**config.mk**
```make
export PLATFORM = sky130hd
export DESIGN_NAME = rlhn_luma
export DESIGN_NICKNAME = d
export VERILOG_FILES = /design/src/design/rgb_luma_histogram_normalizer_defines.svh /design/src/design/rlhn_pkg.sv /design/src/design/rlhn_luma.sv
export SDC_FILE = /design/constraint.sdc
export NUM_CORES = 1
export LEC_CHECK = 0
export BUFFER_PORTS_ARGS = -buffer_cell sky130_fd_sc_hd__buf_2
export CORE_MARGIN = 4
export CORE_UTILIZATION = 30
export CTS_BUF_LIST = sky130_fd_sc_hd__clkbuf_4
export DETAILED_ROUTE_END_ITERATION = 8
export PLACE_DENSITY = 0.44
export SKIP_CTS_REPAIR_TIMING = 1
export SLEW_MARGIN = 20
export SYNTH_ARGS = -nofsm -noshare
export SYNTH_HDL_FRONTEND = slang
export SYNTH_SLANG_ARGS = --single-unit
```
**constraint.sdc**
```tcl
create_clock -name i_clk -period 6.19 [get_ports i_clk]
set_clock_uncertainty 0.2 [all_clocks]
set_input_delay 0.619 -clock i_clk [delete_from_list [all_inputs] [get_ports i_clk]]
set_output_delay 0.619 -clock i_clk [all_outputs]
set_load 0.1 [all_outputs]
```
**src/design/rgb_luma_histogram_normalizer_defines.svh**
```systemverilog
// -----------------------------------------------------------------------------
// Assertion macros for the luma and RGB histogram block
// Concurrent checks that vanish when SYNTHESIS is defined.
// -----------------------------------------------------------------------------
`ifndef RGB_LUMA_HISTOGRAM_NORMALIZER_DEFINES_SVH
`define RGB_LUMA_HISTOGRAM_NORMALIZER_DEFINES_SVH

`ifndef SYNTHESIS
`define RLHN_ASSERT_IMPL(label, clk, rst_n, ante, cons) \
    label: assert property (@(posedge clk) disable iff (!rst_n) (ante) |-> (cons)) \
        else $error("assertion failed");
`define RLHN_ASSERT_NEXT(label, clk, rst_n, ante, cons) \
    label: assert property (@(posedge clk) disable iff (!rst_n) (ante) |=> (cons)) \
        else $error("assertion failed");
`else
`define RLHN_ASSERT_IMPL(label, clk, rst_n, ante, cons)
`define RLHN_ASSERT_NEXT(label, clk, rst_n, ante, cons)
`endif

`endif

```
**src/design/rlhn_pkg.sv**
```systemverilog
// -----------------------------------------------------------------------------
// Histogram block package
// Shared widths, codes, state types and structs.
// -----------------------------------------------------------------------------
`default_nettype none
package rlhn_pkg;

    localparam int COUNT_BITS  = 24;
    localparam int BIN_COUNT   = 256;
    localparam int BIN_BITS    = $clog2(BIN_COUNT);
    localparam int CHANNELS    = 4;
    localparam int CH_BITS     = $clog2(CHANNELS);
    localparam int LEVEL_BITS  = 16;
    localparam int RAW_BITS    = 24;
    localparam int QUO_BITS    = 31;
    localparam int DIV_STEPS   = 30;
    localparam int SQRT_STEPS  = 16;
    localparam int STEP_BITS   = 5;
    localparam int SQ_BITS     = 32;

    localparam logic [COUNT_BITS-1:0] COUNT_LIMIT = {COUNT_BITS{1'b1}};

    localparam int LUMA_WR     = 2126;
    localparam int LUMA_WG     = 7152;
    localparam int LUMA_WB     = 722;
    localparam int LUMA_HALF   = 5000;
    localparam int LUMA_DIV    = 10000;
    localparam int LUMA_RECIP  = 107374;
    localparam int LUMA_SHIFT  = 30;
    localparam int LUMA_MAX    = 255;
    localparam int SUM_BITS    = 22;

    localparam logic [CH_BITS-1:0] CH_LUMA  = 2'd0;
    localparam logic [CH_BITS-1:0] CH_RED   = 2'd1;
    localparam logic [CH_BITS-1:0] CH_GREEN = 2'd2;
    localparam logic [CH_BITS-1:0] CH_BLUE  = 2'd3;

    typedef enum logic [1:0] {
        CMD_ADD   = 2'd0,
        CMD_READ  = 2'd1,
        CMD_CLEAR = 2'd2
    } t_command;

    typedef enum logic [3:0] {
        ST_CLEAR,
        ST_IDLE,
        ST_LUMA,
        ST_PIX_RD,
        ST_PIX_WR,
        ST_RD_ADDR,
        ST_RD_DATA,
        ST_NORM,
        ST_OUT
    } t_state;

    typedef enum logic [1:0] {
        NS_IDLE,
        NS_DIV,
        NS_SQRT,
        NS_DONE
    } t_norm_state;

    typedef struct packed {
        logic                  start;
        logic [COUNT_BITS-1:0] count;
        logic [COUNT_BITS-1:0] maximum;
    } t_norm_req;

    typedef struct packed {
        logic                  done;
        logic [LEVEL_BITS-1:0] level;
    } t_norm_rsp;

endpackage
`default_nettype wire

```
**src/design/rlhn_luma.sv**
```systemverilog
// -----------------------------------------------------------------------------
// Luma pipeline
// Three stages: weighted sum, reciprocal quotient estimate, correction.
// -----------------------------------------------------------------------------
`default_nettype none
module rlhn_luma import rlhn_pkg::*; (
    input  wire logic                i_clk,
    input  wire logic                i_rst_n,
    input  wire logic                i_valid,
    input  wire logic [7:0]          i_red,
    input  wire logic [7:0]          i_green,
    input  wire logic [7:0]          i_blue,
    output logic                     o_valid,
    output logic      [BIN_BITS-1:0] o_luma
);

    logic [2:0]          r_vld;
    logic [SUM_BITS-1:0] r_sum1;
    logic [SUM_BITS-1:0] r_sum2;
    logic [8:0]          r_q;
    logic [BIN_BITS-1:0] r_luma;

    logic [SUM_BITS-1:0] n_sum;
    logic [SUM_BITS+16:0] prod;
    logic [SUM_BITS:0]   back;
    logic [SUM_BITS:0]   rem;
    logic [9:0]          q_fix;

    always_comb begin
        n_sum = SUM_BITS'(LUMA_WR) * SUM_BITS'(i_red)
              + SUM_BITS'(LUMA_WG) * SUM_BITS'(i_green)
              + SUM_BITS'(LUMA_WB) * SUM_BITS'(i_blue)
              + SUM_BITS'(LUMA_HALF);
        prod  = (SUM_BITS+17)'(r_sum1) * (SUM_BITS+17)'(LUMA_RECIP);
        back  = (SUM_BITS+1)'(r_q) * (SUM_BITS+1)'(LUMA_DIV);
        rem   = {1'b0, r_sum2} - back;
        q_fix = (rem >= (SUM_BITS+1)'(LUMA_DIV)) ? {1'b0, r_q} + 10'd1 : {1'b0, r_q};
    end

    always_ff @(posedge i_clk) begin
        if (!i_rst_n) begin
            r_vld <= '0;
        end else begin
            r_vld <= {r_vld[1:0], i_valid};
        end
    end

    always_ff @(posedge i_clk) begin
        r_sum1 <= n_sum;
        r_sum2 <= r_sum1;
        r_q    <= prod[LUMA_SHIFT+8:LUMA_SHIFT];
        r_luma <= (q_fix > 10'(LUMA_MAX)) ? BIN_BITS'(LUMA_MAX) : q_fix[BIN_BITS-1:0];
    end

    assign o_valid = r_vld[2];
    assign o_luma  = r_luma;

endmodule
`default_nettype wire

```
* Yosys cells after proc, flatten, opt, wreduce, memory -nomap -nowiden
Cells that the tools add are included.
** Storage, ports and cells
- Bits of input ports :: 27
- Bits in registers :: 64
** Cells by class
- Order comparisons :: 2
- Mux-type cells :: 1
- $add $sub $neg :: 5
- Multipliers :: 5
** Operator list (count)
- $mul 22x16->38 const B :: 1
- $mul 9x8->17 const A :: 2
- $ge 23x14->1 const B :: 1
- $sub 22x23->23 :: 1
- $add 20x21->22 :: 1
- $add 22x13->22 const B :: 1
- $add 22x18->22 :: 1
- $mul 11x8->19 const A :: 1
- $mul 9x10->19 const B :: 1
- $add 9x1->10 const B :: 1
- $gt 10x8->1 const B :: 1
- $mux 10 :: 1

* Depth between registers and ports, before layout
Gate-level depths: netlist (run 1).
- Depth in word-level cells :: 5
- Mapped depth :: 31
- Depth with buffers taken out :: 30

* Worst setup path after synthesis (run 1)
No wires, ideal clock.
- Kind :: input to register
- Start :: input i_green[5]
- End :: register r_sum1[21]
- Stages on the path :: 23
- Arrival time :: 6.139 ns
- Setup slack :: -0.273 ns
- Library setup time :: 0.123 ns
- Required time :: 5.867 ns
- Cell sequence :: fa_1 > inv_1 > fa_1 > fa_1 > inv_1 > fa_1 > ha_1 > inv_1 > o21bai_1 > a21oi_1 > nor2b_1 > o21a_1 > o21a_1 > o21a_1 > nor2_1 > xnor2_1 > fa_1 > ha_1 > ha_1 > and3_1 > a211oi_1 > a21oi_1 > xor2_1
** Between the ends
- Longest elaborated chain between the ends :: 4
** RTL lines
- start, declared :: line rlhn_luma.sv:11 : input wire logic [7:0] i_green,
- $mul 9x8->17 :: line rlhn_luma.sv:31 : + SUM_BITS'(LUMA_WG) * SUM_BITS'(i_green)
- $add 20x21->22 :: line rlhn_luma.sv:31
- $add 22x18->22 :: line rlhn_luma.sv:32 : + SUM_BITS'(LUMA_WB) * SUM_BITS'(i_blue)
- $add 22x13->22 :: line rlhn_luma.sv:33 : + SUM_BITS'(LUMA_HALF);
- named net n_sum[21] :: line rlhn_luma.sv:23 : logic [SUM_BITS-1:0] n_sum;
- end signal, assigned :: line rlhn_luma.sv:49 : r_sum1 <= n_sum;
- end, declared :: line rlhn_luma.sv:18 : logic [SUM_BITS-1:0] r_sum1;
The timed path passes the listed nets, and every way through them passes these cells.
A chain may end at the register's enable or synchronous reset.

* Final worst setup path (run 1)
- Start :: register r_q[0]
- End :: register r_luma[2] (netlist: o_luma[2])
** Between the ends
- Longest elaborated chain between the ends :: 5
- Elaborated cells on any way between the ends :: 6
- Those cells by class :: add/sub: 2; mul: 1; order compare: 2; mux: 1
** RTL lines
- start, declared :: line rlhn_luma.sv:20 : logic [8:0] r_q;
- start signal, assigned :: line rlhn_luma.sv:51 : r_q <= prod[LUMA_SHIFT+8:LUMA_SHIFT];
- $mul 9x10->19 :: line rlhn_luma.sv:35 : back = (SUM_BITS+1)'(r_q) * (SUM_BITS+1)'(LUMA_DIV);
- $sub 22x23->23 :: line rlhn_luma.sv:36 : rem = {1'b0, r_sum2} - back;
- $ge 23x14->1 :: line rlhn_luma.sv:37 : q_fix = (rem >= (SUM_BITS+1)'(LUMA_DIV)) ? {1'b0, r_q} + 10'd1 : {1'b0, r_q};
- $mux 10 * :: line rlhn_luma.sv:37
- $gt 10x8->1 :: line rlhn_luma.sv:52 : r_luma <= (q_fix > 10'(LUMA_MAX)) ? BIN_BITS'(LUMA_MAX) : q_fix[BIN_BITS-1:0];
- end signal, assigned :: line rlhn_luma.sv:52
- end, declared :: line rlhn_luma.sv:21 : logic [BIN_BITS-1:0] r_luma;
Mark *: on every way between the ends. The rest lies on a longest branch, timed or not.

==> impl_metrics.py, run 1 <==
metrics = {
    "sta": {
        "layout_min_cycle_time_ps": 6140,
        "setup_tns_ps": 0,
        "min_period_over_period_pct": 99.3,
        "relSlewSlack_pct": 67.7,
        "drv_slew": 0,
        "finalHoldViolCount": 0,
        "setup_ws_ps": 45.9,
        "finalSetupViolations": 0,
        "rsz0062_at_grt": "true",
        "worst_pin_slew_ps": 488,
        "max_freq_ghz": 0.163,
    },
    "cts": {
        "cts_made_buffers": 9,
        "ctsRootBufferMaster": "clkbuf_4",
        "htree_levels": 3,
        "cts_tree": "built",
        "clk_path_buf_depth": 2,
        "cts_sinks": 59,
        "clk_pin_slew_worst_paths_ps": 130,
        "clk_latency_ps": 440,
    },
    "placed_design": {
        "port_buffers": 35,
        "place_area_um2": 16900,
        "hpwl_mm": 31.1,
        "dp_slack_ps": -362,
        "gp_congestion": 0.821,
    },
    "drt": {
        "wl_per_cell_um": 14.3,
        "wl_mm": 33.7,
        "drtAntennaViolNets": 0,
        "drtPass1Iterations": 4,
        "drc": 0,
        "drt_first_iter_violations": 322,
        "routed_via_density": 4.46,
        "routed-via-count": 10500,
    },
    "logic_synthesis": {
        "synth.avg_cell_area_um2": 9.71,
        "synth_seq_cells": 59,
        "synth.area.mux_share_pct": 0.0776,
        "synth_adder_area_share_pct": 61.5,
        "seq_area_frac_synth_pct": 8.14,
        "synth_xor_area_share_pct": 5.01,
        "synth_simple_gate_area_share_pct": 5.77,
        "synth.most_common_cell": "inv_1",
        "synth-main-ff-cell": "dfxtp_1",
        "synth_edf_count": 0,
        "synthTopCellsByCount": "382 x inv_1, 368 x ha_1, 216 x fa_1",
        "async_flop_share_pct": 0,
        "synth_top_area_share_pct": 31.7,
        "yosys-top-cells-area": "ha_1 32%, fa_1 30%, inv_1 9.9%, dfxtp_1 8.1%, xnor2_1 3.7%",
        "ys_warn_count": 0,
        "synth_cells": 1495,
        "synth_top_family_by_area": "adder cells",
        "syn_area_um2": 14500,
        "yosysTopAreaCell": "ha_1",
        "ys_types": 57,
        "synth-compound-area-share_pct": 9.49,
        "synth_nets": 2106,
    },
    "critical_path": {
        "critPathCaptureType": "flip-flop",
        "slowest_delay_ps": 540,
        "arrival_ps": 6350,
        "critPathSlowestCell": "fa_1",
        "cp.required_ps": 6400,
        "reg2reg_slack_ps": 50,
        "cp-start-kind": "flip-flop",
        "crit_fanout": 5,
        "critical_path_class": "reg2reg",
    },
    "die": {
        "die_h_um": 228,
        "io_pins": 36,
        "die_x_um": 228,
        "dieArea_um2": 52000,
        "row_count": 80,
        "core-area_um2": 47700,
        "initial_core_util_pct": 30.4,
    },
    "worst_hold_path": {
        "holdCritPathClass": "in2reg",
    },
    "grt": {
        "grt_max_degree": 13,
        "grt_pass1_wl_mm": 56.7,
        "antenna_found_initial": 1,
        "grt_usage_pct": 13.4,
        "grt_overflow": 0,
        "grt_pass1_vias": 11400,
    },
    "cells_and_area": {
        "drive_above_1_share_pct": 17.7,
        "syn_to_final_growth_pct": 19.7,
        "final_area_um2": 17400,
        "final_core_util_pct": 36.4,
        "fillCellCount": 4907,
        "final_nets": 2342,
    },
    "run_status": {
        "status": "finished clean",
    },
    "flow_run": {
        "cap_violations": 0,
    },
}
-- sequential cells by signal, indices dropped and copies added (netlist names) --
| register | count |
|---|---|
| r_sum1 | 21 |
| r_sum2 | 18 |
| r_q | 9 |
| o_luma | 8 |
| r_vld | 3 |
-- path summary, 6_finish.rpt --
| path | from | to | depth (start not counted) |
|---|---|---|---|
| worst min register to register | r_sum1[16]$_DFF_P_ | r_sum2[16]$_DFF_P_ | 0 |
| worst max-delay path | r_q[0]$_DFF_P_ | o_luma[2]$_SDFF_PN1_ | 31 |
| worst min-delay path | i_valid | r_vld[0]$_SDFF_PN0_ | 2 |
| worst max register to register | r_q[0]$_DFF_P_ | o_luma[2]$_SDFF_PN1_ | 31 |
-- per-layer routing --
layer	vias up	GRT usage, %	wire (um)
met1	5076	17.5	15900
met4	0	2.12	372
met5	-	0	0
met3	22	1.19	428
met2	69	24.4	17000
li1	5333	-	-
-- kinds of logic (layout without fill, tap and decap cells) --
family,Yosys count,after routing
simple gates,172,172
compound gates,209,209
other cells,0,1
fa+ha+maj,584,584
xor+xnor,83,83
buf+inv,387,628
flops,59,59
mux,1,1
-- stage by stage --
step,cells,hold WS [ps]
3_5_place_dp,2332,220
5_1_grt,2352,170
6_report,2352,186
4_1_cts,2348,138
2_1_floorplan,1495,171
3_3_place_gp,2332,211
-- layout by cell type, fill, tap and decap left out, types with 3 or more instances in the layout --
cell      synthesis  final
fa_1            216    214
buf_4             1    194
a211oi_1          7      6
and3_1            9      9
and2_1            4      4
dfxtp_1          59     51
ha_4              0     10
o21bai_1          8      8
o211ai_1          8      8
dfxtp_2           0      8
nand2_1          21     21
inv_1           382    380
nor2_1           62     60
or2_2             3      3
o31a_1            4      4
buf_2             0     35
o21ai_1          16     15
nor3_1           19     16
nand2b_1          8      8
a21oi_1          61     47
or3_1             3      3
ha_1            368    356
xnor2_1          61     60
a211o_1           4      4
a21oi_2           0     14
xor2_1           22     22
o32a_1            6      6
clkbuf_4          0      9
o21a_1           18     18
nand3b_1          3      3
nor3_2            0      3
a21o_1           17     17
nand4_1           8      8
nor2b_1          14     14
o21ai_0          24     23
nand3_1          14     14
-- layout make-up --
type                    count  area [um2]  area share (%)
repair buffers            230        1640            9.45
clock inverters             7        92.6           0.533
multi-input cells        1049       12200            70.1
inverters                 382        1430            8.25
well taps                 615         769            4.43
flip-flops and latches     59        1190            6.85
diodes                      1        2.50          0.0144
clock buffers               9        67.6           0.389
-- worst max-delay path: cells and delay by family, from the launching register on --
kind | cells | cell delay (ps)
compound gates | 14 | 2330
xor+xnor | 2 | 330
fa+ha+maj | 6 | 2050
buf+inv | 5 | 340
flops | 1 | 370
simple gates | 4 | 500
Power of run 1 is left out: the tool's default activity adds up to more than one toggle a clock period on the data nets, which glitch-free logic cannot reach.
==> run 2: changes to the inputs <==
--- a/config.mk
+++ b/config.mk
@@ -11,6 +11,7 @@
 export CTS_BUF_LIST = sky130_fd_sc_hd__clkbuf_4
 export DETAILED_ROUTE_END_ITERATION = 8
 export PLACE_DENSITY = 0.44
+export REMOVE_ABC_BUFFERS = 1
 export SKIP_CTS_REPAIR_TIMING = 1
 export SLEW_MARGIN = 20
 export SYNTH_ARGS = -nofsm -noshare
==> impl_metrics.py, run 2 (synthesis results as in run 1) <==
metrics = {
    "drt": {
        "wl_met2_mm": 16.9,
        "wl_per_cell_um": 14.1,
        "drc": 0,
        "drt_first_iter_violations": 296,
        "highest_layer": "met4",
        "wl_mm": 33.5,
        "routed_via_density": 4.44,
        "met1_length_mm": 15.8,
        "wl_met3_um": 434,
        "routed-via-count": 10500,
        "drtAntennaViolNets": 0,
        "drtPass1Iterations": 4,
    },
    "cts": {
        "cts_made_buffers": 9,
        "clk_pin_slew_worst_paths_ps": 140,
        "cts_sinks": 59,
        "ctsRootBufferMaster": "clkbuf_4",
        "clk_path_buf_depth": 2,
        "cts_tree": "built",
        "clk_latency_ps": 430,
        "htree_levels": 3,
    },
    "grt": {
        "grt_overflow": 0,
        "grt_max_degree": 14,
        "antenna_found_initial": 2,
        "grt_pass1_vias": 11400,
        "grt_pass1_wl_mm": 56.5,
        "grt_usage_pct": 13.3,
    },
    "cells_and_area": {
        "final_cells": 2376,
        "multiInputGateArea_um2": 12100,
        "regMostFlops": "r_sum1",
        "mostFrequentLayoutCells": "380 x inv_1, 359 x ha_1, 216 x buf_4, 215 x fa_1, 61 x nor2_1",
        "largest_reg_flops": 21,
        "reg.largest.list": "r_sum1 x21, r_sum2 x18, r_q x9",
        "seq_area_um2": 1190,
        "final_nets": 2365,
        "syn_to_final_growth_pct": 20.7,
        "drive_above_1_share_pct": 18.8,
        "fillCellCount": 4937,
        "final_area_um2": 17500,
        "final_common_cell": "inv_1",
    },
    "die": {
        "dieArea_um2": 52000,
        "io_pins": 36,
        "core-area_um2": 47700,
        "row_count": 80,
        "die_x_um": 228,
        "die_h_um": 228,
        "initial_core_util_pct": 30.4,
    },
    "sta": {
        "setup_tns_ps": 0,
        "worst_pin_slew_ps": 491,
        "drv_slew": 0,
        "hold_ws_ps": 182,
        "layout_min_cycle_time_ps": 6140,
        "finalSetupViolations": 0,
        "max_freq_ghz": 0.163,
        "min_period_over_period_pct": 99.2,
        "finalHoldViolCount": 0,
        "relSlewSlack_pct": 67.5,
        "rsz0062_at_grt": "true",
    },
    "critical_path": {
        "critPathSlowestCell": "fa_1",
        "slowest_delay_ps": 560,
        "critical_path_class": "reg2reg",
        "cp-start-kind": "flip-flop",
        "crit_fanout": 5,
        "crit_buf_inv": 5,
        "rr_startpoint": "r_q[4]$_DFF_P_",
        "reg2reg_slack_ps": 50,
        "worstRegToRegCells": 28,
        "cp.required_ps": 6400,
        "setup.worst_path.start": "r_q[4]$_DFF_P_",
        "critPathTopFamily": "adder cells",
        "arrival_ps": 6350,
        "critPathCaptureType": "flip-flop",
        "regToRegEndpoint": "o_luma[2]$_SDFF_PN1_",
    },
    "placed_design": {
        "dp.cells": 2353,
        "hpwl_mm": 30.8,
        "gp_congestion": 0.832,
        "port_buffers": 35,
        "place_area_um2": 17000,
    },
    "worst_hold_path": {
        "hp-start": "i_valid",
        "holdPathStages": 2,
        "hold_end": "r_vld[0]$_SDFF_PN0_",
        "holdCritPathClass": "in2reg",
    },
    "flow_run": {
        "cap_violations": 0,
    },
    "run_status": {
        "status": "finished clean",
    },
}
==> run 2: cell count changes in the layout (fill, tap and decap cells not counted), moves of 2 or more <==
cell,previous run,this run
nor3_2,3,0
a31oi_1,2,4
o21ai_1,15,13
buf_4,194,216
dfxtp_1,51,49
o21ai_2,2,5
nor3_1,16,19
ha_4,10,7
a21oi_1,47,44
a21oi_2,14,17
ha_1,356,359
dfxtp_2,8,10
==> run 2: stage by stage <==
step	util [%]	worst slack [ps]
detailed placement	35.7	-509
global placement	35.7	-468
global route	36.7	-250
CTS	36.0	-95.9
finish	36.7	51.0
floorplan	-	-273
==> run 2: area by class of cell <==
cell class	count	share of cell area, %
flip-flops and latches	59	6.81
clock inverters	7	0.529
well taps	615	4.39
multi-input cells	1049	69.3
inverters	382	8.19
repair buffers	253	10.3
clock buffers	9	0.386
diodes	2	0.0286
==> run 2: routing by layer <==
| layer | global-route usage, % | up-vias |
|---|---|---|
| met5 | 0 | - |
| met3 | 1.28 | 21 |
| met4 | 1.84 | 0 |
| met2 | 24.1 | 56 |
| li1 | - | 5381 |
| met1 | 17.6 | 5088 |
==> run 2: worst max path at each step <==
stage	endpoint	depth (start not counted)
after floorplan	r_sum1[21]$_DFF_P_	23
after global placement	r_sum1[21]$_DFF_P_	27
after detailed placement	r_sum1[21]$_DFF_P_	27
after CTS	r_q[8]$_DFF_P_	21
after global routing	o_luma[7]$_SDFF_PN1_	31
final	o_luma[2]$_SDFF_PN1_	28
Power of run 2 is left out for the same reason.
==> run 3: changes to the inputs <==
==> constraint.sdc (replaced) <==
create_clock -name i_clk -period 5 [get_ports i_clk]
set_clock_uncertainty 0.2 [all_clocks]
set_input_delay 0.5 -clock i_clk [delete_from_list [all_inputs] [get_ports i_clk]]
set_output_delay 0.5 -clock i_clk [all_outputs]
set_load 0.1 [all_outputs]
==> impl_metrics.py, run 3 (synthesis results as in run 1) <==
metrics = {
    "die": {
        "die_h_um": 228,
        "initial_core_util_pct": 30.4,
        "io_pins": 36,
        "core-area_um2": 47700,
        "dieArea_um2": 52000,
        "die_x_um": 228,
        "row_count": 80,
    },
    "sta": {
        "finalHoldViolCount": 0,
        "min_period_over_period_pct": 125,
        "relSlewSlack_pct": 66.6,
        "drv_slew": 0,
        "finalSetupViolations": 26,
        "setup_tns_ps": -17160,
        "max_freq_ghz": 0.160,
        "worst_pin_slew_ps": 501,
        "rsz0062_at_grt": "true",
        "setup_ws_ps": -1240,
        "layout_min_cycle_time_ps": 6240,
    },
    "placed_design": {
        "dp_slack_ps": -1560,
        "dp.cells": 2462,
        "port_buffers": 35,
        "gp_congestion": 0.837,
        "hpwl_mm": 31.7,
        "place_area_um2": 17900,
    },
    "drt": {
        "routed-via-count": 11100,
        "drc": 0,
        "routed_via_density": 4.43,
        "drt_first_iter_violations": 275,
        "wl_mm": 35.9,
        "drtPass1Iterations": 4,
        "wl_per_cell_um": 14.3,
        "drtAntennaViolNets": 0,
    },
    "cells_and_area": {
        "final_area_um2": 19800,
        "mostFrequentLayoutCells": "356 x inv_1, 336 x buf_4, 303 x ha_1, 187 x fa_1, 59 x ha_4",
        "final_nets": 2497,
        "regMostFlops": "r_sum1",
        "reg.largest.list": "r_sum1 x21, r_sum2 x18, r_q x9",
        "syn_to_final_growth_pct": 36.5,
        "largest_reg_flops": 21,
        "final_cells": 2507,
        "drive_above_1_share_pct": 33.8,
        "final_common_cell": "inv_1",
    },
    "critical_path": {
        "critical_path_class": "reg2reg",
        "crit_fanout": 4,
        "arrival_ps": 6400,
        "cpMostUsedCell": "ha_1",
        "cp.required_ps": 5160,
        "slowest_delay_ps": 550,
        "cp-start-kind": "flip-flop",
        "critPathCaptureType": "flip-flop",
        "critPathSlowestCell": "fa_1",
    },
    "cts": {
        "clk_latency_ps": 450,
        "cts_made_buffers": 9,
        "cts_tree": "built",
        "clk_pin_slew_worst_paths_ps": 120,
        "cts_sinks": 59,
        "ctsRootBufferMaster": "clkbuf_4",
        "htree_levels": 3,
        "clk_path_buf_depth": 2,
    },
    "run_status": {
        "violations": "negative setup slack",
        "status": "complete, but fails checks",
    },
    "grt": {
        "antenna_found_initial": 1,
        "grt_pass1_vias": 11800,
        "grt_max_degree": 15,
        "grt_overflow": 0,
        "grt_pass1_wl_mm": 57.9,
        "grt_usage_pct": 13.6,
    },
    "worst_hold_path": {
        "holdCritPathClass": "in2reg",
    },
    "flow_run": {
        "cap_violations": 0,
    },
}
-- run 3: cell count changes in the layout (fill, tap and decap cells not counted), sizes merged --
cell	change
diode	-1
clkinvlp	-1
bufinv	+1
buf	+131
clkinv	-2
clkbuf	+3
-- run 3: final timing paths --
kind                                     startpoint                    to  slack (ps)  cells past startpoint
worst max-delay path                 r_q[4]$_DFF_P_  o_luma[2]$_SDFF_PN1_       -1240                     27
worst min register to register  r_vld[1]$_SDFF_PN0_   r_vld[2]$_SDFF_PN0_         250                      1
worst max register to register       r_q[4]$_DFF_P_  o_luma[2]$_SDFF_PN1_       -1240                     27
worst min-delay path                        i_valid   r_vld[0]$_SDFF_PN0_          40                      2
-- run 3: through the flow --
stage | hold slack [ps] | utilization [%]
floorplan | 171 | -
global placement | 209 | 37.4
detailed placement | 221 | 37.4
CTS | -6.21 | 37.8
global route | 20.3 | 41.5
finish | 43.7 | 41.5
-- run 3: final cells by class --
cell class	instances	area, um2
fillers	4702	27900
repair buffers	385	2900
flip-flops and latches	59	1230
inverters	382	1440
diodes	1	2.50
clock buffers	11	82.6
clock inverters	5	101
well taps	615	769
multi-input cells	1049	13300
-- run 3: worst max-delay path: cells and delay by family (launching register included) --
| family | cells | cell delay (ps) |
|---|---|---|
| AOI/OAI and AO/OA | 7 | 1620 |
| xor gates and xnor gates | 1 | 150 |
| adders and majority gates | 6 | 2320 |
| buffers and inverters | 7 | 710 |
| DFF | 1 | 350 |
| and+or+nand+nor | 6 | 760 |
-- run 3: metal layers --
| layer | track usage (%) | vias up | wire length [um] |
|---|---|---|---|
| met2 | 25.3 | 74 | 18800 |
| met5 | 0 | - | 0 |
| met1 | 17.4 | 5379 | 16100 |
| li1 | - | 5639 | - |
| met4 | 2.35 | 0 | 409 |
| met3 | 1.30 | 19 | 608 |
Power of run 3 is left out for the same reason.
