<file path="src/design/rgb_luma_histogram_normalizer_defines.svh">
// -----------------------------------------------------------------------------
// Assertion macros for the luma and RGB histogram block
// Concurrent checks that vanish when SYNTHESIS is defined.
// -----------------------------------------------------------------------------
`ifndef RGB_LUMA_HISTOGRAM_NORMALIZER_DEFINES_SVH
`define RGB_LUMA_HISTOGRAM_NORMALIZER_DEFINES_SVH

`ifndef SYNTHESIS
`define RLHN_ASSERT_IMPL(label, clk, rst_n, ante, cons) \
    label: assert property (@(posedge clk) disable iff (!rst_n) (ante) |-> (cons)) \
        else $error("assertion failed");
`define RLHN_ASSERT_NEXT(label, clk, rst_n, ante, cons) \
    label: assert property (@(posedge clk) disable iff (!rst_n) (ante) |=> (cons)) \
        else $error("assertion failed");
`else
`define RLHN_ASSERT_IMPL(label, clk, rst_n, ante, cons)
`define RLHN_ASSERT_NEXT(label, clk, rst_n, ante, cons)
`endif

`endif

</file>
<file path="src/design/rlhn_pkg.sv">
// -----------------------------------------------------------------------------
// Histogram block package
// Shared widths, codes, state types and structs.
// -----------------------------------------------------------------------------
`default_nettype none
package rlhn_pkg;

    localparam int COUNT_BITS  = 24;
    localparam int BIN_COUNT   = 256;
    localparam int BIN_BITS    = $clog2(BIN_COUNT);
    localparam int CHANNELS    = 4;
    localparam int CH_BITS     = $clog2(CHANNELS);
    localparam int LEVEL_BITS  = 16;
    localparam int RAW_BITS    = 24;
    localparam int QUO_BITS    = 31;
    localparam int DIV_STEPS   = 30;
    localparam int SQRT_STEPS  = 16;
    localparam int STEP_BITS   = 5;
    localparam int SQ_BITS     = 32;

    localparam logic [COUNT_BITS-1:0] COUNT_LIMIT = {COUNT_BITS{1'b1}};

    localparam int LUMA_WR     = 2126;
    localparam int LUMA_WG     = 7152;
    localparam int LUMA_WB     = 722;
    localparam int LUMA_HALF   = 5000;
    localparam int LUMA_DIV    = 10000;
    localparam int LUMA_RECIP  = 107374;
    localparam int LUMA_SHIFT  = 30;
    localparam int LUMA_MAX    = 255;
    localparam int SUM_BITS    = 22;

    localparam logic [CH_BITS-1:0] CH_LUMA  = 2'd0;
    localparam logic [CH_BITS-1:0] CH_RED   = 2'd1;
    localparam logic [CH_BITS-1:0] CH_GREEN = 2'd2;
    localparam logic [CH_BITS-1:0] CH_BLUE  = 2'd3;

    typedef enum logic [1:0] {
        CMD_ADD   = 2'd0,
        CMD_READ  = 2'd1,
        CMD_CLEAR = 2'd2
    } t_command;

    typedef enum logic [3:0] {
        ST_CLEAR,
        ST_IDLE,
        ST_LUMA,
        ST_PIX_RD,
        ST_PIX_WR,
        ST_RD_ADDR,
        ST_RD_DATA,
        ST_NORM,
        ST_OUT
    } t_state;

    typedef enum logic [1:0] {
        NS_IDLE,
        NS_DIV,
        NS_SQRT,
        NS_DONE
    } t_norm_state;

    typedef struct packed {
        logic                  start;
        logic [COUNT_BITS-1:0] count;
        logic [COUNT_BITS-1:0] maximum;
    } t_norm_req;

    typedef struct packed {
        logic                  done;
        logic [LEVEL_BITS-1:0] level;
    } t_norm_rsp;

endpackage
`default_nettype wire

</file>
<file path="src/design/rlhn_norm.sv">
// -----------------------------------------------------------------------------
// Normalized level unit
// Restoring division of count by maximum, then a bit-serial square root.
// -----------------------------------------------------------------------------
`default_nettype none
module rlhn_norm import rlhn_pkg::*; (
    input  wire logic      i_clk,
    input  wire logic      i_rst_n,
    input  wire t_norm_req i_req,
    output t_norm_rsp      o_rsp
);

    t_norm_state r_state, n_state;

    logic [COUNT_BITS-1:0] r_max;
    logic [COUNT_BITS-1:0] r_rem;
    logic [QUO_BITS-1:0]   r_quo;
    logic [SQ_BITS-1:0]    r_x;
    logic [SQ_BITS-1:0]    r_root;
    logic [SQ_BITS-1:0]    r_bit;
    logic [STEP_BITS-1:0]  r_step;
    logic [LEVEL_BITS-1:0] r_level;

    logic [COUNT_BITS:0]   rem2;
    logic                  div_ge;
    logic [COUNT_BITS:0]   rem_sub;
    logic [QUO_BITS-1:0]   n_quo;
    logic                  start_ge;
    logic [SQ_BITS-1:0]    trial;
    logic                  sq_ge;
    logic [SQ_BITS-1:0]    n_root;

    always_comb begin
        rem2     = {r_rem, 1'b0};
        div_ge   = rem2 >= {1'b0, r_max};
        rem_sub  = rem2 - {1'b0, r_max};
        n_quo    = {r_quo[QUO_BITS-2:0], div_ge};
        start_ge = i_req.count >= i_req.maximum;
        trial    = r_root + r_bit;
        sq_ge    = r_x >= trial;
        n_root   = sq_ge ? (r_root >> 1) + r_bit : r_root >> 1;
    end

    always_comb begin
        n_state = r_state;
        unique case (r_state)
            NS_IDLE: begin
                if (i_req.start) begin
                    n_state = (i_req.maximum == '0) ? NS_DONE : NS_DIV;
                end
            end
            NS_DIV: begin
                if (r_step == STEP_BITS'(DIV_STEPS - 1)) begin
                    n_state = NS_SQRT;
                end
            end
            NS_SQRT: begin
                if (r_step == STEP_BITS'(SQRT_STEPS - 1)) begin
                    n_state = NS_DONE;
                end
            end
            NS_DONE: begin
                n_state = NS_IDLE;
            end
            default: begin
                n_state = NS_IDLE;
            end
        endcase
    end

    always_comb begin
        o_rsp.done  = (r_state == NS_DONE);
        o_rsp.level = r_level;
    end

    always_ff @(posedge i_clk) begin
        if (!i_rst_n) begin
            r_state <= NS_IDLE;
        end else begin
            r_state <= n_state;
        end
    end

    always_ff @(posedge i_clk) begin
        case (r_state)
            NS_IDLE: begin
                r_max   <= i_req.maximum;
                r_rem   <= start_ge ? i_req.count - i_req.maximum : i_req.count;
                r_quo   <= {{(QUO_BITS-1){1'b0}}, start_ge};
                r_step  <= '0;
                r_level <= '0;
            end
            NS_DIV: begin
                r_rem <= div_ge ? rem_sub[COUNT_BITS-1:0] : rem2[COUNT_BITS-1:0];
                r_quo <= n_quo;
                if (r_step == STEP_BITS'(DIV_STEPS - 1)) begin
                    r_x    <= SQ_BITS'(n_quo);
                    r_root <= '0;
                    r_bit  <= SQ_BITS'(1) << (QUO_BITS - 1);
                    r_step <= '0;
                end else begin
                    r_step <= r_step + 1'b1;
                end
            end
            NS_SQRT: begin
                if (sq_ge) begin
                    r_x <= r_x - trial;
                end
                r_root  <= n_root;
                r_bit   <= r_bit >> 2;
                r_step  <= r_step + 1'b1;
                r_level <= n_root[LEVEL_BITS-1:0];
            end
            default: begin
            end
        endcase
    end

endmodule
`default_nettype wire

</file>
<file path="config.mk">
export PLATFORM = sky130hd
export DESIGN_NAME = rlhn_norm
export DESIGN_NICKNAME = d
export VERILOG_FILES = /design/src/design/rgb_luma_histogram_normalizer_defines.svh /design/src/design/rlhn_pkg.sv /design/src/design/rlhn_norm.sv
export SDC_FILE = /design/constraint.sdc
export NUM_CORES = 1
export LEC_CHECK = 0
export CAP_MARGIN = 5
export CORE_MARGIN = 2
export CORE_UTILIZATION = 55
export CTS_BUF_LIST = sky130_fd_sc_hd__clkbuf_8 sky130_fd_sc_hd__clkbuf_16
export CTS_CLUSTER_SIZE = 8
export DETAILED_ROUTE_END_ITERATION = 16
export DONT_BUFFER_PORTS = 1
export PLACE_DENSITY = 0.7
export SETUP_SLACK_MARGIN = 0.2
export SYNTH_ARGS = -nofsm -noshare
export SYNTH_HDL_FRONTEND = slang
export SYNTH_SLANG_ARGS = --single-unit
</file>
<file path="constraint.sdc">
create_clock -name i_clk -period 6.9 [get_ports i_clk]
set_clock_uncertainty 0.05 [all_clocks]
set_input_delay 1.38 -clock i_clk [delete_from_list [all_inputs] [get_ports i_clk]]
set_output_delay 1.38 -clock i_clk [all_outputs]
set_load 0.01 [all_outputs]
</file>
Word level (Yosys, flattened, before mapping)
Index checks and enable logic that the tools add are counted.
{ "op_classes": {"reduce_logical": 9, "n_lt_le_gt_ge": 3, "n_mux": 20, "n_eq_ne": 9, "n_addsub": 6} }
{ "ops": {"columns": ["cell", "count"], "rows": [
  ["$pmux 32 s2", 3],
  ["$mux 32", 5],
  ["$pmux 30 s2", 1],
  ["$mux 24", 2],
  ["$pmux 24 s2", 1],
  ["$sub 24x24->24", 2],
  ["$add 31x32->32", 1],
  ["$add 32x32->32", 1],
  ["$ge 32x32->1", 1],
  ["$pmux 16 s2", 1],
  ["$sub 32x32->32", 1],
  ["$ge 25x24->1", 1],
  ["$ge 24x24->1", 1],
  ["$logic_not 24->1", 1],
  ["$pmux 5 s3", 1],
  ["$mux 2", 4],
  ["$ne 2x2->1 const B", 4],
  ["$pmux 2 s4", 1],
  ["$reduce_and 3->1", 2],
  ["$reduce_bool 2->1", 3],
  ["$add 5x1->5 const B", 1],
  ["$eq 5x4->1 const B", 1],
  ["$eq 5x5->1 const B", 1],
  ["$mux 5", 1],
  ["other kinds (5)", 6]
]} }
{ "totals": {"regBits": 197} }

Longest topological paths before layout
Gate-level depths: netlist (run 1).
{ "logic_depth": {"word_depth": 4, "mapped_depth": 23, "mapped_depth_nobuf": 22} }

Worst setup path before layout (run 1)
Ideal clock, no wire load.
{ "synth_timing": {"kind": "flip-flop to flip-flop", "from": "reg r_root[2]", "to": "reg r_x[0], enable pin", "slack_ps": 379, "stages_incl_launch_ff": 18, "required_time_ps": 6380, "arrival_ps": 6001, "cell_sequence": "edfxtp_1 ha_1 a31oi_1 a211oi_1 a21oi_1 a21oi_1 a31o_2 a31oi_1 o21bai_1 a31oi_2 o21bai_1 xnor2_1 ha_1 and3_1 nand2_1 o31ai_1 a211oi_2 a21boi_0"} }
{ "synth_between": {"elab_chain_len": 4} }
{ "synth_rtl": {"columns": ["element", "line_no", "source"], "rows": [
  ["start, declared", "rlhn_norm.sv:19", "logic [SQ_BITS-1:0] r_root;"],
  ["start signal, assigned", "rlhn_norm.sv:109", "r_root <= n_root;"],
  ["$add 32x32->32", "rlhn_norm.sv:39", "trial = r_root + r_bit;"],
  ["$ge 32x32->1", "rlhn_norm.sv:40", "sq_ge = r_x >= trial;"],
  ["$ne 2x2->1 (no line)", null, null],
  ["$reduce_and 3->1 (no line)", null, null],
  ["end signal, assigned", "rlhn_norm.sv:97", "r_x <= SQ_BITS'(n_quo);"],
  ["end signal, assigned", "rlhn_norm.sv:107", "r_x <= r_x - trial;"],
  ["end, declared", "rlhn_norm.sv:18", "logic [SQ_BITS-1:0] r_x;"]
]} }
Every way passes these cells.
A chain may end at the register's enable or synchronous reset.

Worst setup path in the final report (run 1)
{ "layout_timing": {"from": "reg r_root[10]", "to": "reg r_level[2] (data pin)"} }
{ "layout_between": {"elab_chain_len": 4} }
{ "layout_rtl": {"columns": ["element", "line_no", "source"], "rows": [
  ["$add 32x32->32", "rlhn_norm.sv:39", null],
  ["$ge 32x32->1", "rlhn_norm.sv:40", null],
  ["$mux 32", "rlhn_norm.sv:41", "n_root = sq_ge ? (r_root >> 1) + r_bit : r_root >> 1;"],
  ["$pmux 16 s2", "rlhn_norm.sv:85", "case (r_state)"],
  ["end signal, assigned", "rlhn_norm.sv:112", "r_level <= n_root[LEVEL_BITS-1:0];"],
  ["end, declared", "rlhn_norm.sv:22", "logic [LEVEL_BITS-1:0] r_level;"]
]} }
Every way passes these cells.

==> results of run 1 <==
## cell usage in the layout (no fill, tap or decap), drive strengths merged, types with 3 or more instances in the layout
| cell type | netlist | routed |
|---|---|---|
| o21bai | 24 | 24 |
| o22ai | 3 | 3 |
| a211o | 3 | 3 |
| a311oi | 4 | 4 |
| o31a | 3 | 3 |
| and3 | 9 | 9 |
| a31o | 5 | 5 |
| a211oi | 22 | 22 |
| nor2 | 115 | 115 |
| nor4 | 9 | 9 |
| xor2 | 60 | 60 |
| o21a | 16 | 16 |
| nand4 | 17 | 17 |
| inv | 75 | 84 |
| and2 | 50 | 50 |
| a21o | 40 | 40 |
| nor2b | 20 | 20 |
| xnor2 | 60 | 60 |
| or3 | 9 | 9 |
| o211ai | 10 | 10 |
| o21ai | 77 | 77 |
| nor3 | 15 | 15 |
| a21oi | 106 | 106 |
| o31ai | 9 | 9 |
| clkinv | 2 | 6 |
| mux2i | 16 | 16 |
| ha | 122 | 122 |
| nand2b | 8 | 8 |
| nor3b | 3 | 3 |
| mux2 | 41 | 41 |
| nand3 | 19 | 19 |
| buf | 12 | 9 |
| edfxtp | 179 | 179 |
| fa | 3 | 3 |
| and4 | 5 | 5 |
| a21boi | 4 | 4 |
| a31oi | 29 | 29 |
| nand2 | 103 | 103 |
| clkbuf | 26 | 17 |
## metrics by stage
stage / cells / instance area [sq um]
after floorplan: 1362 / 13500
after global placement: 1657 / 13800
after detailed placement: 1657 / 13800
after CTS: 1689 / 14400
after global routing: 1689 / 14400
final: 1689 / 14400
## kinds of logic (layout without fill, tap and decap cells)
logic type	Yosys count	count (layout)	synth area share
AO/OA/AOI/OAI	376	376	0.182
XOR/XNOR	120	120	0.0779
adder cells (fa/ha/maj)	125	125	0.118
buffers and inverters	115	118	0.0353
flip-flops	181	181	0.402
multiplexers	57	57	0.0472
AND/OR/NAND/NOR	388	388	0.139
## layer usage
metal,track usage,wire (um),part of all wire,vias up
li1,-,-,-,5017
met1,0.298,13100,0.47,4604
met2,0.356,12800,0.46,214
met3,0.0467,1290,0.047,44
met4,0.0655,594,0.021,0
met5,0,0,0,-
## critical path, delay by kind of cell (launching register included)
family,cells,cell delay [ns]
xor gates and xnor gates,1,0.14
DFF,1,0.48
AOI/OAI and AO/OA,12,3.22
buffers and inverters,1,0.37
adders and majority gates,2,0.79
and+or+nand+nor,3,0.37
## worst max-delay path by stage
stage / to / slack [ns] / startpoint / cells after the start
global placement: r_level[5] / 1.45 / r_root[2] / 20
detailed placement: r_root[2] / 1.27 / r_root[2] / 19
finish: r_level[2] / 1.23 / r_root[10] / 19
global route: r_level[2] / 0.77 / r_root[10] / 19
floorplan: r_x[0] / 0.38 / r_root[2] / 17
CTS: r_level[2] / 1.22 / r_root[2] / 19
## area by class of cell
type / instances / area share
Clock buffer: 17 / 0.0296
Clock inverter: 15 / 0.0117
Inverter: 77 / 0.0201
Multi-Input combinational cell: 1066 / 0.529
Sequential cell: 181 / 0.376
Tap cell: 324 / 0.0282
Timing Repair Buffer: 9 / 0.00470
## sequential cells by signal, summed over array words and instances (netlist names)
register  cells
r_state       2
r_step        5
r_quo        30
r_max        24
r_root       32
r_bit        16
r_x          32
r_rem        24
r_level      16
==> impl_results.md, run 1 <==
* Status: finished clean
* # DRC at 0
* Worst R2R Start: r_root[10]
* Area Overhead vs Synth at 6.69%
* Seq cells post-synth at 181
* Mapped Area at 0.0135 sq mm
* Clock latency at the later pin of the worst-skew pair at 0.44 ns
* Clock period minus worst slack at 5.67 ns
* Synth warn at 0
* Max Cap Violations at 0
* Max FO, Critical Path at 24
* Num CTS Buffers at 17
* Chip Width at 161 um
* Vias in the first global route at 9674
* WL final at 27800 um
* Yosys cell types at 75
* Fillers at 2024
* Slew at the pin closest to its max-slew limit at 1.12 ns
* CP endpoint kind: flip-flop
* Critical path class: flip-flop to flip-flop
* I/O pins at 68
* H-tree Lvls at 4
* Synth Instances at 1362
* Placer congestion estimate at 0.907
* Ys async rst share at 0
* Hold_sp: r_quo[3]
* Reg area at 0.00542 sq mm
* Pre-antenna DRT Iters at 5
* DR iter-0 viols at 635
* Slowest cell on the critical path: a211o_1
* Post-place setup slack at 1.27 ns
* Setup TNS at 0 ns
* Reg-to-reg slack, setup at 1.23 ns
* Slew Limit Headroom at 0.253
* Layout Nets at 1528
* Die height at 161 um
* CP required at 7.06 ns
* Max clock buf depth at 2
* Initial antenna violation count at 0
* CTS tree: built
* FP Rows at 57
* Post-synth EDFFs at 179
* Hpwl dp at 20600 um
* WHS Path Cells at 1
* Dominant synthesized flop cell: edfxtp_1
* Worst R2R Path Depth at 19
* Top post-synthesis cells by area: edfxtp_1 40%, ha_1 11%, a21oi_1 3.9%, xnor2_1 3.9%, xor2_1 3.9%
* Total global routing overflow at 0
* CTS Root Cell: clkbuf_16
* Final setup fails at 0
* RSZ-0062 raised after global routing: false
* Via density at 5.85
* Initial core utilization at 0.558
* Hold Crit Class: flip-flop to flip-flop
* Via Count at 9879
* Routed Antenna Nets at 0
* Core region area at 0.0242 sq mm
* R2R Path End: r_level[2]
* Mapped Nets at 1538
* Setup Buffers After CTS at 0
* GRT Resource Usage Total at 0.220
* Cell with the most instances after synthesis: edfxtp_1
* Clock transition at path regs at 0.08 ns
* Final Util at 0.595
* Worst path max stage delay at 0.64 ns
* Seq/Total Area, Yosys at 0.402
* Worst hold slack at 0.504 ns
* Most frequent cells after synthesis: 179 x edfxtp_1, 122 x ha_1, 115 x nor2_1
* Max Freq at 0.176 GHz
* IO Port Bufs at 0
* Setup ws final at 1.23 ns
* Multi-input logic area at 0.00762 sq mm
* Leading area contributor after synthesis: edfxtp_1
* CP arrival at 5.83 ns
* Endpoints failing hold at 0
* Top-area cell type share of the netlist area at 0.399
* First-pass GRT wire length at 46400 um
* Final Max Slew Viols at 0
* Hold_buf cts at 0
* CTS resizes at 0
* Largest net degree at the start of global routing at 58
* Die ar. at 0.0258 sq mm
* Layout cells sized above 1 at 0.0791
* DR WL/cell at 16.5 um
* CP startpoint kind: flip-flop
* Hold EP: r_quo[4]
* Syn Area/Cell at 9.90 sq um
* Sink Count at 181
* Critical path cell sequence: ha_1 -> a31oi_1 -> o21ai_0 -> a21oi_1 -> a21oi_1 -> a31o_2 -> a31oi_1 -> o21bai_1 -> a31oi_2 -> o21bai_1 -> xnor2_1 -> ha_1 -> and3_1 -> nand2_1 -> o31ai_1 -> a211o_1 -> buf_4 -> nor2_1 -> a211oi_1
* Part of the cycle the worst path needs at 0.822
* N_diodes at 0
Power of run 1 is left out: the tool's default activity adds up to more than one toggle a clock period on the data nets, which glitch-free logic cannot reach.
==> run 2: changes to the inputs <==
==> constraint.sdc (replaced) <==
create_clock -name i_clk -period 4.6 [get_ports i_clk]
set_clock_uncertainty 0.05 [all_clocks]
set_input_delay 0.92 -clock i_clk [delete_from_list [all_inputs] [get_ports i_clk]]
set_output_delay 0.92 -clock i_clk [all_outputs]
set_load 0.01 [all_outputs]
==> impl_results.md, run 2 (synthesis gave the netlist of run 1 again) <==
* Post-placement cell count at 1716 (+3.6%)
* N_diodes at 0 (unchanged)
* Max Cap Violations at 0 (unchanged)
* Area Overhead vs Synth at 17.3%
* Hold Crit Class: flip-flop to flip-flop
* Clock period minus worst slack at 4.55 ns (-1.13 ns)
* CP dominant cell by count: a31oi_4
* DR iter-0 viols at 744 (+17%)
* Num CTS Buffers at 17 (unchanged)
* Most frequent cells in the layout: 179 x edfxtp_1, 111 x ha_1, 109 x nor2_1
* First-pass GRT wire length at 49600 um (+7.0%)
* Routed Antenna Nets at 0 (unchanged)
* Clock transition at path regs at 0.07 ns (about the same)
* Final setup fails at 0 (unchanged)
* Part of the cycle the worst path needs at 0.988 (+0.166)
* Fillers at 1870 (-7.6%)
* Initial antenna violation count at 0 (unchanged)
* Pre-antenna DRT Iters at 5 (unchanged)
* Reg area at 0.00542 sq mm (unchanged)
* Worst path max stage delay at 0.45 ns (-0.19 ns)
* FP Rows at 57 (unchanged)
* Finished Layout Cells at 1781 (+5.4%)
* WL final at 30400 um (+9.5%)
* Setup ws final at 0.0548 ns (-1.17 ns)
* Endpoints failing hold at 0 (unchanged)
* Critical path class: flip-flop to flip-flop
* Sink Count at 181 (unchanged)
* Die ar. at 0.0258 sq mm (unchanged)
* CP endpoint kind: flip-flop
* Critical path cell sequence: ha_4 -> a31oi_4 -> a211oi_4 -> a21oi_2 -> a21oi_2 -> a31o_2 -> a31oi_4 -> o21bai_4 -> a31oi_4 -> buf_6 -> xor2_2 -> ha_4 -> and3_4 -> nand2_4 -> nor3b_2 -> and3_4 -> buf_4 -> a211o_4 -> buf_12 -> buf_8 -> nor2_1 -> a211oi_1
* Layout Nets at 1620 (+6.0%)
* Layout cells sized above 1 at 0.185 (+0.106)
* Slowest cell on the critical path: edfxtp_1
* Max clock buf depth at 2 (unchanged)
* Placer congestion estimate at 0.919 (+1.3%)
* Multi-input logic area at 0.00815 sq mm (+7.0%)
* Final Max Slew Viols at 0 (unchanged)
* Hpwl dp at 21800 um (+6.2%)
* Core region area at 0.0242 sq mm (unchanged)
* Largest net degree at the start of global routing at 58 (unchanged)
* Max Freq at 0.220 GHz (+25%)
* I/O pins at 68 (unchanged)
* Clock latency at the later pin of the worst-skew pair at 0.44 ns (about the same)
* CTS tree: built
* Via density at 5.84 (about the same)
* Initial core utilization at 0.558 (unchanged)
* Via Count at 10400 (+5.3%)
* # DRC at 0 (unchanged)
* IO Port Bufs at 0 (unchanged)
* Slew at the pin closest to its max-slew limit at 0.913 ns (-0.207 ns)
* CP arrival at 4.71 ns (-1.12 ns)
* Hold_buf cts at 0 (unchanged)
* H-tree Lvls at 4 (unchanged)
* Total global routing overflow at 0 (unchanged)
* Die height at 161 um (unchanged)
* Max FO, Critical Path at 8 (-67%)
* DR WL/cell at 17.1 um (+3.8%)
* CP startpoint kind: flip-flop
* RSZ-0062 raised after global routing: true
* Vias in the first global route at 10300 (+6.0%)
* Top flop regs: r_root (32), r_x (32), r_quo (30)
* Status: finished clean
* Chip Width at 161 um (unchanged)
* Slew Limit Headroom at 0.390 (+0.137)
* Setup TNS at 0 ns (unchanged)
* Post-place setup slack at -0.220 ns (-1.49 ns)
* Most common cell after layout, fill and taps aside: edfxtp_1
* CP required at 4.77 ns (-2.29 ns)
* GRT Resource Usage Total at 0.236 (+0.0166)
* CTS Root Cell: clkbuf_16
==> run 2: cell count changes in the layout (fill, tap and decap cells not counted), sizes merged <==
| cell | change |
|---|---|
| bufinv | -1 |
| buf | +91 |
| clkinvlp | +3 |
| clkbuf | +1 |
| clkinv | -2 |
==> run 2: timing repair <==
| action | CTS | global route |
|---|---|---|
| buffers inserted | 16 | 12 |
| resized for setup | 41 | 54 |
| setup endpoints to repair | 81 | 89 |
| gates cloned | 3 | 2 |
| endpoints found under the hold margin | 0 | 0 |
| pin swaps | 29 | 33 |
==> run 2: stage by stage <==
| step | util | hold WS (ns) | cell area, sq um |
|---|---|---|---|
| global placement | 0.597 | 0.489 | 14400 |
| finish | 0.654 | 0.509 | 15800 |
| CTS | 0.640 | 0.505 | 15500 |
| detailed placement | 0.597 | 0.494 | 14400 |
| global route | 0.654 | 0.498 | 15800 |
| floorplan | - | 0.469 | 13600 |
==> run 2: final cells by class <==
class | count | area share
tap | 324 | 0.0256
timing repair buffer | 101 | 0.0613
clock inverter | 15 | 0.0101
multi-input combinational | 1066 | 0.515
inverter | 77 | 0.0183
clock buffer | 17 | 0.0269
sequential | 181 | 0.342
==> run 2: routing by layer <==
metal,wire length [um],up-vias,global-route usage
met5,0,-,0
met4,566,0,0.0659
li1,-,5195,-
met2,14500,274,0.406
met1,13900,4904,0.309
met3,1450,34,0.0400
==> run 2: final timing paths <==
kind / slack [ns] / start / endpoint / depth (start not counted)
max: 0.05 / r_bit[2] / r_root[6] / 22
min: 0.51 / r_quo[15] / r_quo[16] / 1
max reg2reg: 0.05 / r_bit[2] / r_root[6] / 22
min reg2reg: 0.51 / r_quo[15] / r_quo[16] / 1
==> run 2: worst max-delay path, delay by kind of cell (launching register included) <==
| kind | cells | cell delay (ns) |
|---|---|---|
| AOI/OAI and AO/OA | 10 | 1.81 |
| DFF | 1 | 0.45 |
| buffers and inverters | 4 | 0.54 |
| and+or+nand+nor | 5 | 0.69 |
| xor gates and xnor gates | 1 | 0.15 |
| adders and majority gates | 2 | 0.63 |
Power of run 2 is left out for the same reason.
==> run 3: changes to the inputs <==
--- a/config.mk
+++ b/config.mk
@@ -12,7 +12,7 @@
 export CTS_CLUSTER_SIZE = 8
 export DETAILED_ROUTE_END_ITERATION = 16
 export DONT_BUFFER_PORTS = 1
-export PLACE_DENSITY = 0.7
+export PLACE_DENSITY = 0.67
 export SETUP_SLACK_MARGIN = 0.2
 export SYNTH_ARGS = -nofsm -noshare
 export SYNTH_HDL_FRONTEND = slang
==> constraint.sdc (replaced) <==
create_clock -name i_clk -period 4.55 [get_ports i_clk]
set_clock_uncertainty 0.05 [all_clocks]
set_input_delay 0.91 -clock i_clk [delete_from_list [all_inputs] [get_ports i_clk]]
set_output_delay 0.91 -clock i_clk [all_outputs]
set_load 0.01 [all_outputs]
==> impl_results.md, run 3 (synthesis gave the netlist of run 1 again) <==
* First-pass GRT wire length at 49600 um (about the same)
* Die height at 161 um (unchanged)
* I/O pins at 68 (unchanged)
* N_diodes at 0 (unchanged)
* CP dominant cell by count: a21oi_2
* Worst Path Buf+Inv at 6 (+2)
* H-tree Lvls at 4 (unchanged)
* # DRC at 0 (unchanged)
* Max Cap Violations at 0 (unchanged)
* Failing checks: setup timing
* Layout cells sized above 1 at 0.204 (+0.0185)
* Critical path cell sequence: ha_4 -> buf_4 -> nand4_1 -> nor2_1 -> a21oi_2 -> a21oi_2 -> a31o_4 -> a31oi_4 -> o21bai_4 -> buf_4 -> xnor2_1 -> ha_1 -> a21oi_1 -> o21bai_1 -> a21oi_2 -> nor2_2 -> a21oi_2 -> o31ai_4 -> buf_4 -> a211o_4 -> buf_12 -> buf_8 -> buf_6 -> a211oi_4
* Hold Crit Class: flip-flop to flip-flop
* Chip Width at 161 um (unchanged)
* Post-placement cell count at 1728 (+0.70%)
* CP arrival at 4.83 ns (+0.12 ns)
* Via Count at 10400 (-0.13%)
* Endpoints failing hold at 0 (unchanged)
* Die ar. at 0.0258 sq mm (unchanged)
* DR WL/cell at 16.8 um (-1.8%)
* Max clock buf depth at 2 (unchanged)
* CTS Root Cell: clkbuf_16
* Placer congestion estimate at 0.872 (-5.1%)
* IO Port Bufs at 0 (unchanged)
* Pre-antenna DRT Iters at 5 (unchanged)
* Num CTS Buffers at 17 (unchanged)
* Clock transition at path regs at 0.07 ns (about the same)
* FP Rows at 57 (unchanged)
* Most frequent cells in the layout: 179 x edfxtp_1, 109 x ha_1, 104 x nor2_1
* Sink Count at 181 (unchanged)
* Slew Limit Headroom at 0.457 (+0.0678)
* Slowest cell on the critical path: edfxtp_1
* CTS tree: built
* Worst path max stage delay at 0.48 ns (+0.03 ns)
* Largest net degree at the start of global routing at 58 (unchanged)
* Worst R2R Start: r_root[8]
* Clock period minus worst slack at 4.61 ns (+0.0696 ns)
* Finished Layout Cells at 1801 (+1.1%)
* Top flop regs: r_root (32), r_x (32), r_quo (30)
* Routed Antenna Nets at 0 (unchanged)
* CP startpoint kind: flip-flop
* Area Overhead vs Synth at 18.4%
* Part of the cycle the worst path needs at 1.01 (+0.0262)
* Hold_buf cts at 0 (unchanged)
* Via density at 5.77 (-1.2%)
* Vias in the first global route at 10400 (+1.1%)
* Max Freq at 0.217 GHz (-1.5%)
* Critical path's top delay family: compound AO/OA/AOI/OAI gates
* Final Max Slew Viols at 0 (unchanged)
* CP endpoint kind: flip-flop
* Final setup fails at 23 (+23)
* Initial antenna violation count at 0 (unchanged)
* Critical path class: flip-flop to flip-flop
* WL final at 30200 um (-0.73%)
* Slew at the pin closest to its max-slew limit at 0.812 ns (-0.101 ns)
* Total global routing overflow at 0 (unchanged)
* Layout Nets at 1640 (+1.2%)
* Setup ws final at -0.0648 ns (-0.120 ns)
* Hpwl dp at 21300 um (-2.6%)
* Initial core utilization at 0.558 (unchanged)
* CP required at 4.76 ns (about the same)
* Max FO, Critical Path at 6 (-2)
* RSZ-0062 raised after global routing: true
* Final Util at 0.660 (+0.00616)
* Clock latency at the later pin of the worst-skew pair at 0.44 ns (about the same)
* CP startpoint: r_root[8]
* GRT Resource Usage Total at 0.235 (-0.000890)
* Core region area at 0.0242 sq mm (unchanged)
* Hold_sp: r_quo[25]
* Most common cell after layout, fill and taps aside: edfxtp_1
* Status: complete, but fails checks
* DR iter-0 viols at 796 (+7.0%)
## run 3: metrics by stage
| stage | TNS (ns) | hold WS [ns] | worst slack (ns) | area [sq um] |
|---|---|---|---|---|
| after CTS | 0 | 0.502 | 0.0244 | 15600 |
| after global placement | -1.19 | 0.491 | -0.0741 | 14500 |
| after floorplan | -53.55 | 0.469 | -1.67 | 13600 |
| after detailed placement | -11.92 | 0.492 | -0.235 | 14500 |
| final | -0.821 | 0.505 | -0.0648 | 16000 |
| after global routing | -14.31 | 0.492 | -0.265 | 16000 |
## run 3: per-layer routing
layer	part of all wire	track usage	vias to the layer above	wire length, um
met5	0	0	-	0
met3	0.044	0.0413	50	1340
met2	0.47	0.398	256	14300
li1	-	-	5238	-
met4	0.022	0.0737	0	674
met1	0.46	0.309	4849	13900
## run 3: final timing paths
check	end	slack (ns)	cells after the start
setup reg to reg	r_level[10]	-0.06	24
hold / removal	r_quo[26]	0.50	1
setup / recovery	r_level[10]	-0.06	24
hold reg to reg	r_quo[26]	0.50	1
## run 3: timing repair
action / in CTS / in global routing
gates cloned: 5 / 0
pin swaps: 40 / 38
buffers inserted: 21 / 15
resized for setup: 64 / 54
setup endpoints to repair: 81 / 91
## run 3: area by class of cell
cell class | count | area (sq um)
inverter | 77 | 289
timing repair buffer | 121 | 1120
clock inverter | 15 | 121
fill | 1856 | 8210
clock buffer | 17 | 425
multi-input combinational | 1066 | 8190
sequential | 181 | 5420
tap | 324 | 405
Power of run 3 is left out for the same reason.
